### src/sv/assert_macros.svh
// Assertion helpers shared by the parser modules.
`ifndef ASSERT_MACROS_SVH
`define ASSERT_MACROS_SVH

`ifndef SYNTHESIS

// Check a property on every rising edge outside reset.
`define TLVP_ASSERT(lbl, clk_s, rst_s, prop) \
    lbl: assert property (@(posedge clk_s) disable iff (!rst_s) prop) \
        else $error("tlvp assertion failed");

// Check that a condition never holds outside reset.
`define TLVP_NEVER(lbl, clk_s, rst_s, cond) \
    lbl: assert property (@(posedge clk_s) disable iff (!rst_s) !(cond)) \
        else $error("tlvp forbidden condition seen");

`else

`define TLVP_ASSERT(lbl, clk_s, rst_s, prop)
`define TLVP_NEVER(lbl, clk_s, rst_s, cond)

`endif

`endif

### src/sv/tlvp_pkg.sv
package tlvp_pkg;

    // Value bytes kept per record by default, and the width of the kept registers.
    localparam int VALUE_BYTES_DEF = 4;
    localparam int REG_BYTES       = 4;

    localparam int IN_TDATA_W  = 8;
    localparam int OUT_TDATA_W = 48;
    localparam int OUT_TUSER_W = 2;

    // Tag characters
    localparam logic [7:0] CH_I = 8'h49;
    localparam logic [7:0] CH_D = 8'h44;
    localparam logic [7:0] CH_N = 8'h4E;
    localparam logic [7:0] CH_M = 8'h4D;
    localparam logic [7:0] CH_S = 8'h53;
    localparam logic [7:0] CH_C = 8'h43;

    typedef enum logic [3:0] {
        PH_TAG0  = 4'b0001,
        PH_TAG1  = 4'b0010,
        PH_LEN   = 4'b0100,
        PH_VALUE = 4'b1000
    } phase_t;

    typedef enum logic [1:0] {
        TAG_UNKNOWN = 2'd0,
        TAG_ID      = 2'd1,
        TAG_NM      = 2'd2,
        TAG_SC      = 2'd3
    } tag_t;

    typedef enum logic [1:0] {
        KIND_ID    = 2'd0,
        KIND_NAME  = 2'd1,
        KIND_SCORE = 2'd2,
        KIND_NONE  = 2'd3
    } kind_t;

    typedef enum logic [1:0] {
        ST_CLEAN  = 2'd0,
        ST_HALTED = 2'd1,
        ST_TRUNC  = 2'd2
    } status_t;

    typedef struct packed {
        kind_t       kind;
        logic [31:0] field_value;
        logic [7:0]  name_index;
        logic        record_end;
        logic        buffer_end;
        status_t     end_status;
    } result_t;

    function automatic tag_t decode_tag(input logic [7:0] a, input logic [7:0] b);
        tag_t t;
        t = TAG_UNKNOWN;
        if (a == CH_I && b == CH_D) t = TAG_ID;
        if (a == CH_N && b == CH_M) t = TAG_NM;
        if (a == CH_S && b == CH_C) t = TAG_SC;
        return t;
    endfunction

endpackage

### src/sv/tlv_record_parser.sv
// Channel  Dir  tdata                                          tuser      tlast
// s_       in   [7:0] data_byte                                -          last_byte
// m_       out  [31:0] field_value, [39:32] name_index,        [1:0] kind buffer_end
//               [40] record_end, [42:41] end_status, pad 0
//
// One byte per clock while the result buffer has room: input register, one
// step of parse logic, two-entry result buffer. Results leave from the buffer.
// s_tready depends only on registered fill state, never on m_tready directly.
// rst_n clears parser state and kept id/score registers asynchronously.
// A stalled output holds the parser once the result buffer is full.
module tlv_record_parser #(
    parameter int VALUE_BYTES = tlvp_pkg::VALUE_BYTES_DEF
) (
    input  logic                                clk,
    input  logic                                rst_n,
    input  logic                                s_tvalid,
    output logic                                s_tready,
    input  logic [tlvp_pkg::IN_TDATA_W-1:0]     s_tdata,   // [7:0] data_byte
    input  logic                                s_tlast,   // last_byte
    output logic                                m_tvalid,
    input  logic                                m_tready,
    // [31:0] field_value, [39:32] name_index, [40] record_end,
    // [42:41] end_status, [47:43] zero
    output logic [tlvp_pkg::OUT_TDATA_W-1:0]    m_tdata,
    output logic [tlvp_pkg::OUT_TUSER_W-1:0]    m_tuser,   // [1:0] kind
    output logic                                m_tlast    // buffer_end
);
    import tlvp_pkg::*;

    logic       in_valid;
    logic [7:0] in_byte;
    logic       in_last;
    logic       room;
    logic       step;
    logic       have;
    result_t    res;
    result_t    out_res;

    assign step = in_valid && room;

    tlvp_in_stage u_in (
        .clk       (clk),
        .rst_n     (rst_n),
        .s_tvalid  (s_tvalid),
        .s_tready  (s_tready),
        .s_tdata   (s_tdata),
        .s_tlast   (s_tlast),
        .take      (step),
        .valid     (in_valid),
        .data_byte (in_byte),
        .last_byte (in_last)
    );

    tlvp_parser #(
        .VALUE_BYTES (VALUE_BYTES)
    ) u_parser (
        .clk       (clk),
        .rst_n     (rst_n),
        .step      (step),
        .data_byte (in_byte),
        .last_byte (in_last),
        .have      (have),
        .res       (res)
    );

    tlvp_out_fifo u_out (
        .clk      (clk),
        .rst_n    (rst_n),
        .push     (step && have),
        .din      (res),
        .room     (room),
        .m_tvalid (m_tvalid),
        .m_tready (m_tready),
        .dout     (out_res)
    );

    // Pack the result transaction
    assign m_tdata = {5'd0, out_res.end_status, out_res.record_end,
                      out_res.name_index, out_res.field_value};
    assign m_tuser = out_res.kind;
    assign m_tlast = out_res.buffer_end;

endmodule

### src/sv/tlvp_in_stage.sv
module tlvp_in_stage (
    input  logic       clk,
    input  logic       rst_n,
    input  logic       s_tvalid,
    output logic       s_tready,
    input  logic [7:0] s_tdata,   // [7:0] data_byte
    input  logic       s_tlast,   // last_byte
    input  logic       take,
    output logic       valid,
    output logic [7:0] data_byte,
    output logic       last_byte
);

    logic       valid_reg;
    logic [7:0] byte_reg;
    logic       last_reg;

    // Accept a new transaction whenever the held one is empty or leaving now
    assign s_tready = !valid_reg || take;

    always_ff @(posedge clk or negedge rst_n)
    begin
        if (!rst_n)
        begin
            valid_reg <= 1'b0;
        end
        else if (s_tready)
        begin
            valid_reg <= s_tvalid;
        end
    end

    // Capture payload on acceptance
    always_ff @(posedge clk)
    begin
        if (s_tvalid && s_tready)
        begin
            byte_reg <= s_tdata;
            last_reg <= s_tlast;
        end
    end

    assign valid     = valid_reg;
    assign data_byte = byte_reg;
    assign last_byte = last_reg;

endmodule

### src/sv/tlvp_parser.sv
`include "assert_macros.svh"

module tlvp_parser #(
    parameter int VALUE_BYTES = tlvp_pkg::VALUE_BYTES_DEF
) (
    input  logic              clk,
    input  logic              rst_n,
    input  logic              step,
    input  logic [7:0]        data_byte,
    input  logic              last_byte,
    output logic              have,
    output tlvp_pkg::result_t res
);
    import tlvp_pkg::*;

    localparam int LIMIT = (VALUE_BYTES < REG_BYTES) ? VALUE_BYTES : REG_BYTES;

    phase_t      phase_reg, phase_next;
    logic [7:0]  first_reg, first_next;
    tag_t        tag_reg, tag_next;
    logic [7:0]  rem_reg, rem_next;
    logic [7:0]  pos_reg, pos_next;
    logic [31:0] id_reg, id_next;
    logic [31:0] score_reg, score_next;
    logic        halted_reg, halted_next;
    logic        done;

    // Replace one byte lane of a kept register, ignoring positions past the limit
    function automatic logic [31:0] put_byte(input logic [31:0] r, input logic [7:0] pos,
                                             input logic [7:0] b);
        logic [31:0] o;
        o = r;
        for (int k = 0; k < REG_BYTES; k++)
        begin
            if (k < LIMIT && pos == 8'(k))
            begin
                o[k*8 +: 8] = b;
            end
        end
        return o;
    endfunction

    // Step the parser by one byte
    always_comb
    begin
        phase_next  = phase_reg;
        first_next  = first_reg;
        tag_next    = tag_reg;
        rem_next    = rem_reg;
        pos_next    = pos_reg;
        id_next     = id_reg;
        score_next  = score_reg;
        halted_next = halted_reg;
        done        = 1'b0;
        have        = 1'b0;
        res         = '{kind: KIND_NONE, field_value: 32'd0, name_index: 8'd0,
                        record_end: 1'b0, buffer_end: 1'b0, end_status: ST_CLEAN};

        if (!halted_reg)
        begin
            case (phase_reg)
                PH_TAG0:
                begin
                    first_next = data_byte;
                    phase_next = PH_TAG1;
                end
                PH_TAG1:
                begin
                    tag_next   = decode_tag(first_reg, data_byte);
                    phase_next = PH_LEN;
                end
                PH_LEN:
                begin
                    if (data_byte == 8'd0)
                    begin
                        halted_next = 1'b1;
                        phase_next  = PH_TAG0;
                    end
                    else
                    begin
                        rem_next   = data_byte;
                        pos_next   = 8'd0;
                        phase_next = PH_VALUE;
                    end
                end
                PH_VALUE:
                begin
                    done = (rem_reg <= 8'd1);
                    case (tag_reg)
                        TAG_ID:
                        begin
                            id_next = put_byte(id_reg, pos_reg, data_byte);
                            if (done)
                            begin
                                have            = 1'b1;
                                res.kind        = KIND_ID;
                                res.field_value = id_next;
                            end
                        end
                        TAG_SC:
                        begin
                            score_next = put_byte(score_reg, pos_reg, data_byte);
                            if (done)
                            begin
                                have            = 1'b1;
                                res.kind        = KIND_SCORE;
                                res.field_value = score_next;
                            end
                        end
                        TAG_NM:
                        begin
                            have            = 1'b1;
                            res.kind        = KIND_NAME;
                            res.field_value = {24'd0, data_byte};
                            res.name_index  = pos_reg;
                        end
                        default:
                        begin
                            have = 1'b0;
                        end
                    endcase
                    if (done)
                    begin
                        res.record_end = 1'b1;
                        rem_next       = 8'd0;
                        phase_next     = PH_TAG0;
                    end
                    else
                    begin
                        rem_next = rem_reg - 8'd1;
                    end
                    pos_next = pos_reg + 8'd1;
                end
                default:
                begin
                    phase_next = PH_TAG0;
                end
            endcase
        end

        // Close the buffer: report status and return to start
        if (last_byte)
        begin
            have           = 1'b1;
            res.buffer_end = 1'b1;
            if (halted_next)
            begin
                res.end_status = ST_HALTED;
            end
            else if (phase_next != PH_TAG0)
            begin
                res.end_status = ST_TRUNC;
            end
            else
            begin
                res.end_status = ST_CLEAN;
            end
            phase_next  = PH_TAG0;
            first_next  = 8'd0;
            tag_next    = TAG_UNKNOWN;
            rem_next    = 8'd0;
            pos_next    = 8'd0;
            halted_next = 1'b0;
        end
    end

    // Advance parser state on each stepped byte
    always_ff @(posedge clk or negedge rst_n)
    begin
        if (!rst_n)
        begin
            phase_reg  <= PH_TAG0;
            first_reg  <= 8'd0;
            tag_reg    <= TAG_UNKNOWN;
            rem_reg    <= 8'd0;
            pos_reg    <= 8'd0;
            id_reg     <= 32'd0;
            score_reg  <= 32'd0;
            halted_reg <= 1'b0;
        end
        else if (step)
        begin
            phase_reg  <= phase_next;
            first_reg  <= first_next;
            tag_reg    <= tag_next;
            rem_reg    <= rem_next;
            pos_reg    <= pos_next;
            id_reg     <= id_next;
            score_reg  <= score_next;
            halted_reg <= halted_next;
        end
    end

    `TLVP_ASSERT(a_phase_onehot, clk, rst_n, $onehot(phase_reg))
    `TLVP_ASSERT(a_halt_at_tag0, clk, rst_n, halted_reg |-> (phase_reg == PH_TAG0))
    `TLVP_ASSERT(a_value_has_bytes, clk, rst_n, (phase_reg == PH_VALUE) |-> (rem_reg != 8'd0))
    `TLVP_ASSERT(a_end_restarts, clk, rst_n,
                 (step && last_byte) |=> (phase_reg == PH_TAG0 && !halted_reg))

endmodule

### src/sv/tlvp_out_fifo.sv
`include "assert_macros.svh"

module tlvp_out_fifo (
    input  logic              clk,
    input  logic              rst_n,
    input  logic              push,
    input  tlvp_pkg::result_t din,
    output logic              room,
    output logic              m_tvalid,
    input  logic              m_tready,
    output tlvp_pkg::result_t dout
);
    import tlvp_pkg::*;

    result_t     mem_reg [2];
    logic        wr_ptr_reg;
    logic        rd_ptr_reg;
    logic [1:0]  count_reg, count_next;
    logic        pop;

    assign pop      = m_tvalid && m_tready;
    assign m_tvalid = (count_reg != 2'd0);
    assign room     = (count_reg != 2'd2);
    assign dout     = mem_reg[rd_ptr_reg];

    always_comb
    begin
        count_next = count_reg;
        if (push && !pop)
        begin
            count_next = count_reg + 2'd1;
        end
        else if (pop && !push)
        begin
            count_next = count_reg - 2'd1;
        end
    end

    // Track pointers and fill level
    always_ff @(posedge clk or negedge rst_n)
    begin
        if (!rst_n)
        begin
            wr_ptr_reg <= 1'b0;
            rd_ptr_reg <= 1'b0;
            count_reg  <= 2'd0;
        end
        else
        begin
            count_reg <= count_next;
            if (push)
            begin
                wr_ptr_reg <= !wr_ptr_reg;
            end
            if (pop)
            begin
                rd_ptr_reg <= !rd_ptr_reg;
            end
        end
    end

    // Hold results until taken
    always_ff @(posedge clk)
    begin
        if (push)
        begin
            mem_reg[wr_ptr_reg] <= din;
        end
    end

    `TLVP_NEVER(a_no_overfill, clk, rst_n, count_reg == 2'd3)
    `TLVP_NEVER(a_no_push_full, clk, rst_n, push && count_reg == 2'd2)
    `TLVP_ASSERT(a_drain_last, clk, rst_n,
                 (pop && !push && count_reg == 2'd1) |=> !m_tvalid)

endmodule

### config.mk
export PLATFORM = sky130hd
export DESIGN_NAME = tlv_record_parser
export DESIGN_NICKNAME = d
export VERILOG_FILES = /design/src/sv/tlvp_pkg.sv /design/src/sv/tlv_record_parser.sv /design/src/sv/tlvp_in_stage.sv /design/src/sv/tlvp_parser.sv /design/src/sv/tlvp_out_fifo.sv
export VERILOG_INCLUDE_DIRS = /design/src /design/src/sv
export SDC_FILE = /design/constraint.sdc
export NUM_CORES = 1
export LEC_CHECK = 0
export ABC_CLOCK_PERIOD_IN_PS = 4700
export BUFFER_PORTS_ARGS = -buffer_cell sky130_fd_sc_hd__buf_2
export CAP_MARGIN = 20
export CORE_MARGIN = 1
export CORE_UTILIZATION = 52
export CTS_CLUSTER_SIZE = 12
export DETAILED_ROUTE_END_ITERATION = 12
export PLACE_DENSITY = 0.77
export SLEW_MARGIN = 20
export SYNTH_ARGS = -nofsm -noshare
export SYNTH_HDL_FRONTEND = slang
export SYNTH_HIERARCHICAL = 1
export SYNTH_SLANG_ARGS = --single-unit
### constraint.sdc
create_clock -name clk -period 4.7 [get_ports clk]
set_input_delay 1.175 -clock clk [delete_from_list [all_inputs] [get_ports clk]]
set_output_delay 1.175 -clock clk [all_outputs]
set_load 0.03 [all_outputs]
==> load_flow_metrics.sql <==
INSERT INTO impl_metrics (metric_group, metric, value, unit) VALUES
('sta', 'max-slew-margin-rel', '30.7', '%'),
('place', 'place_congestion', '0.838', ''),
('logic_synthesis', 'synth_cells', '665', ''),
('setup_path', 'reg2reg_from', 'u_parser/rem_reg[2]', ''),
('clock_tree', 'post_cts_resized', '0', ''),
('setup_path', 'worstSetupEndpointType', 'output pin', ''),
('power', 'cellInternalPower', '3.60', 'mW'),
('sta', 'finalHoldWorstSlack', '0.498', 'ns'),
('grt', 'via_count_of_the_first_global_routing_pass', '5882', ''),
('sta', 'timing.final.crit_share', '76.7', '%'),
('place', 'placement.io_buffers', '60', ''),
('power', 'p_seq_share', '44.0', '%'),
('grt', 'global_route.overflow_total', '0', ''),
('clock_tree', 'numCtsBuffers', '22', ''),
('logic_synthesis', 'synth_top_cell_by_area', 'edfxtp_1', ''),
('clock_tree', 'clk_pin_slew', '0.06', 'ns'),
('grt', 'grt_antenna_before_repair', '0', ''),
('setup_path', 'timing.critical_path.from_type', 'register', ''),
('logic_synthesis', 'cells_taking_the_most_area_after_synthesis', 'edfxtp_1, dfrtp_1, mux2_4', ''),
('detailed_routing', 'drtIter0Drc', '366', ''),
('power', 'swShare', '32.8', '%'),
('logic_synthesis', 'synth_top_cells_by_count', 'edfxtp_1, dfrtp_1, mux2_4', ''),
('detailed_routing', 'detail_route.wirelength', '19700', 'um'),
('power', 'clkPwrFrac', '29.9', '%'),
('hold_path', 'min-delay-path-class', 'reg -> reg', ''),
('setup_path', 'worst_ep_required_time', '3.52', 'ns'),
('power', 'power.net_switching', '1.76', 'mW'),
('setup_path', 'worst_r2r_path_depth', '7', ''),
('layout', 'layout.nets', '737', ''),
('layout', 'number_of_inserted_filler_cells_in_the_final_layout', '1325', ''),
('grt', 'grt_usage', '22.1', '%'),
('layout', 'syn_to_final_growth', '11.9', '%'),
('clock_tree', 'cts_buffer_depth', '3', ''),
('power', 'power.combinational.fraction', '26.1', '%'),
('sta', 'fin_setup_tns', '0', 'ns'),
('sta', 'timing_worst_slew_pin_value', '1.04', 'ns'),
('floorplanning', 'dieArea', '18600', 'um^2'),
('logic_synthesis', 'synthFlopType', 'edfxtp_1', ''),
('grt', 'global_route_wire_length_before_repair', '31300', 'um'),
('clock_tree', 'cts_tree', 'yes', ''),
('layout', 'final_layout_size_suffix_gt1_share', '31.9', '%'),
('detailed_routing', 'vias', '5727', ''),
('layout', 'largest_register_ffs', '92', ''),
('detailed_routing', 'avgViaCountPerCell', '5.98', ''),
('grt', 'grt_start_max_net_pins', '69', ''),
('sta', 'period_needed', '3.61', 'ns'),
('hold_path', 'min_delay_path_depth', '1', ''),
('setup_path', 'setup.reg_to_reg.worst_slack', '1.32', 'ns'),
('sta', 'finalClockSkew', '0.0337', 'ns'),
('clock_tree', 'ctsHtreeMaxLevel', '1', ''),
('floorplanning', 'io_pins', '66', ''),
('floorplanning', 'start_util', '53.6', '%'),
('detailed_routing', 'first_pass_iters', '5', ''),
('place', 'placed_cells_incl_taps', '918', ''),
('floorplanning', 'placementRows', '48', ''),
('logic_synthesis', 'synth.most_common_cell', 'edfxtp_1', ''),
('layout', 'finalNonFillerCells', '958', ''),
('floorplanning', 'die_w', '136', 'um'),
('status', 'outcome', 'finished clean', ''),
('logic_synthesis', 'synth_seq_cells', '201', ''),
('logic_synthesis', 'synthDominantCellAreaShare', '32.4', '%'),
('layout', 'layout.area.seq', '5540', 'um^2'),
('clock_tree', 'clk_latency', '0.53', 'ns'),
('job', 'max_cap_viol_count', '0', ''),
('clock_tree', 'clockRootBuffer', 'clkbuf_16', ''),
('detailed_routing', 'ant_nets', '0', ''),
('logic_synthesis', 'number_of_enable_type_register_cells_in_the_synthesized_netlist', '101', ''),
('clock_tree', 'tritoncts_num_sinks', '201', ''),
('setup_path', 'crit_path_max_fanout', '26', ''),
('logic_synthesis', 'synth_warnings', '6', ''),
('logic_synthesis', 'number_of_different_library_cells_in_the_post_synthesis_netlist', '66', '');
[critical path: stages (launching register included)]
cell and delay [ns]:
dfrtp_2 0.80, buf_4 0.52, mux2_2 0.38, buf_2 0.18
[cell families after synthesis]
kind of cell / after synthesis / share of synthesized area [%]
flip-flops: 201 / 59.1
AND/OR/NAND/NOR: 155 / 9.96
multiplexers: 143 / 19.2
AO/OA/AOI/OAI: 105 / 7.60
buffers and inverters: 48 / 2.70
adder cells (fa/ha/maj): 7 / 0.934
XOR/XNOR: 5 / 0.467
other: 1 / 0.0400
[cells in the final DEF, fill, tap and decap left out, types with 9 or more instances in the layout]
| cell type | Yosys | layout |
|---|---|---|
| nor2_1 | 48 | 48 |
| o21ai_0 | 29 | 29 |
| a22o_1 | 14 | 14 |
| nand2_1 | 34 | 34 |
| mux2i_1 | 32 | 32 |
| and3_1 | 9 | 9 |
| edfxtp_1 | 101 | 101 |
| a21oi_1 | 11 | 11 |
| and2_1 | 12 | 11 |
| clkbuf_16 | 0 | 22 |
| clkbuf_1 | 26 | 9 |
| mux2_2 | 49 | 49 |
| a211oi_1 | 25 | 25 |
| dfrtp_1 | 99 | 97 |
| buf_2 | 3 | 59 |
| mux2_4 | 62 | 62 |
[how the worst max path moves through the flow]
stage	slack, ns	end	start
after floorplan	0.21	u_out/mem_reg[0][0]	u_parser/phase_reg[0]
after global placement	1.45	u_out/mem_reg[0][18]	u_parser/rem_reg[2]
after detailed placement	1.31	u_out/mem_reg[0][18]	u_parser/rem_reg[2]
after CTS	1.06	m_tdata[21]	u_out/rd_ptr_reg
after global routing	0.99	m_tdata[27]	u_out/rd_ptr_reg
final	1.09	m_tdata[21]	u_out/rd_ptr_reg
[layout make-up]
type / count / share of cell area [%]
Sequential cell: 201 / 52.8
Clock buffer: 34 / 5.96
Multi-Input combinational cell: 420 / 34.4
Inverter: 6 / 0.215
Clock inverter: 6 / 0.525
Timing Repair Buffer: 66 / 3.43
Tap cell: 225 / 2.68
[power groups by stage]
stage | sequential, mW | combinational [mW] | clock [mW]
after floorplan | 2.25 | 1.17 | 0
after global routing | 2.39 | 1.49 | 1.72
after detailed placement | 2.39 | 1.40 | 0
after CTS | 2.36 | 1.41 | 1.64
final | 2.36 | 1.40 | 1.60
after global placement | 2.37 | 1.37 | 0
[metrics by stage]
step                utilization [%]  area (um^2)
finish                         60.0        10500
global route                   60.0        10500
CTS                            60.0        10500
detailed placement             56.1         9810
global placement               56.1         9810
floorplan                         -         9390
[per-layer routing]
| layer | GRT usage (%) | vias up | part of all wire, % |
|---|---|---|---|
| li1 | - | 2582 | - |
| met1 | 29.3 | 2909 | 42 |
| met2 | 36.3 | 188 | 49 |
| met3 | 3.50 | 48 | 5.7 |
| met4 | 9.01 | 0 | 3.2 |
| met5 | 0 | - | 0 |
Note: power is estimated with default switching activity, not from simulation.
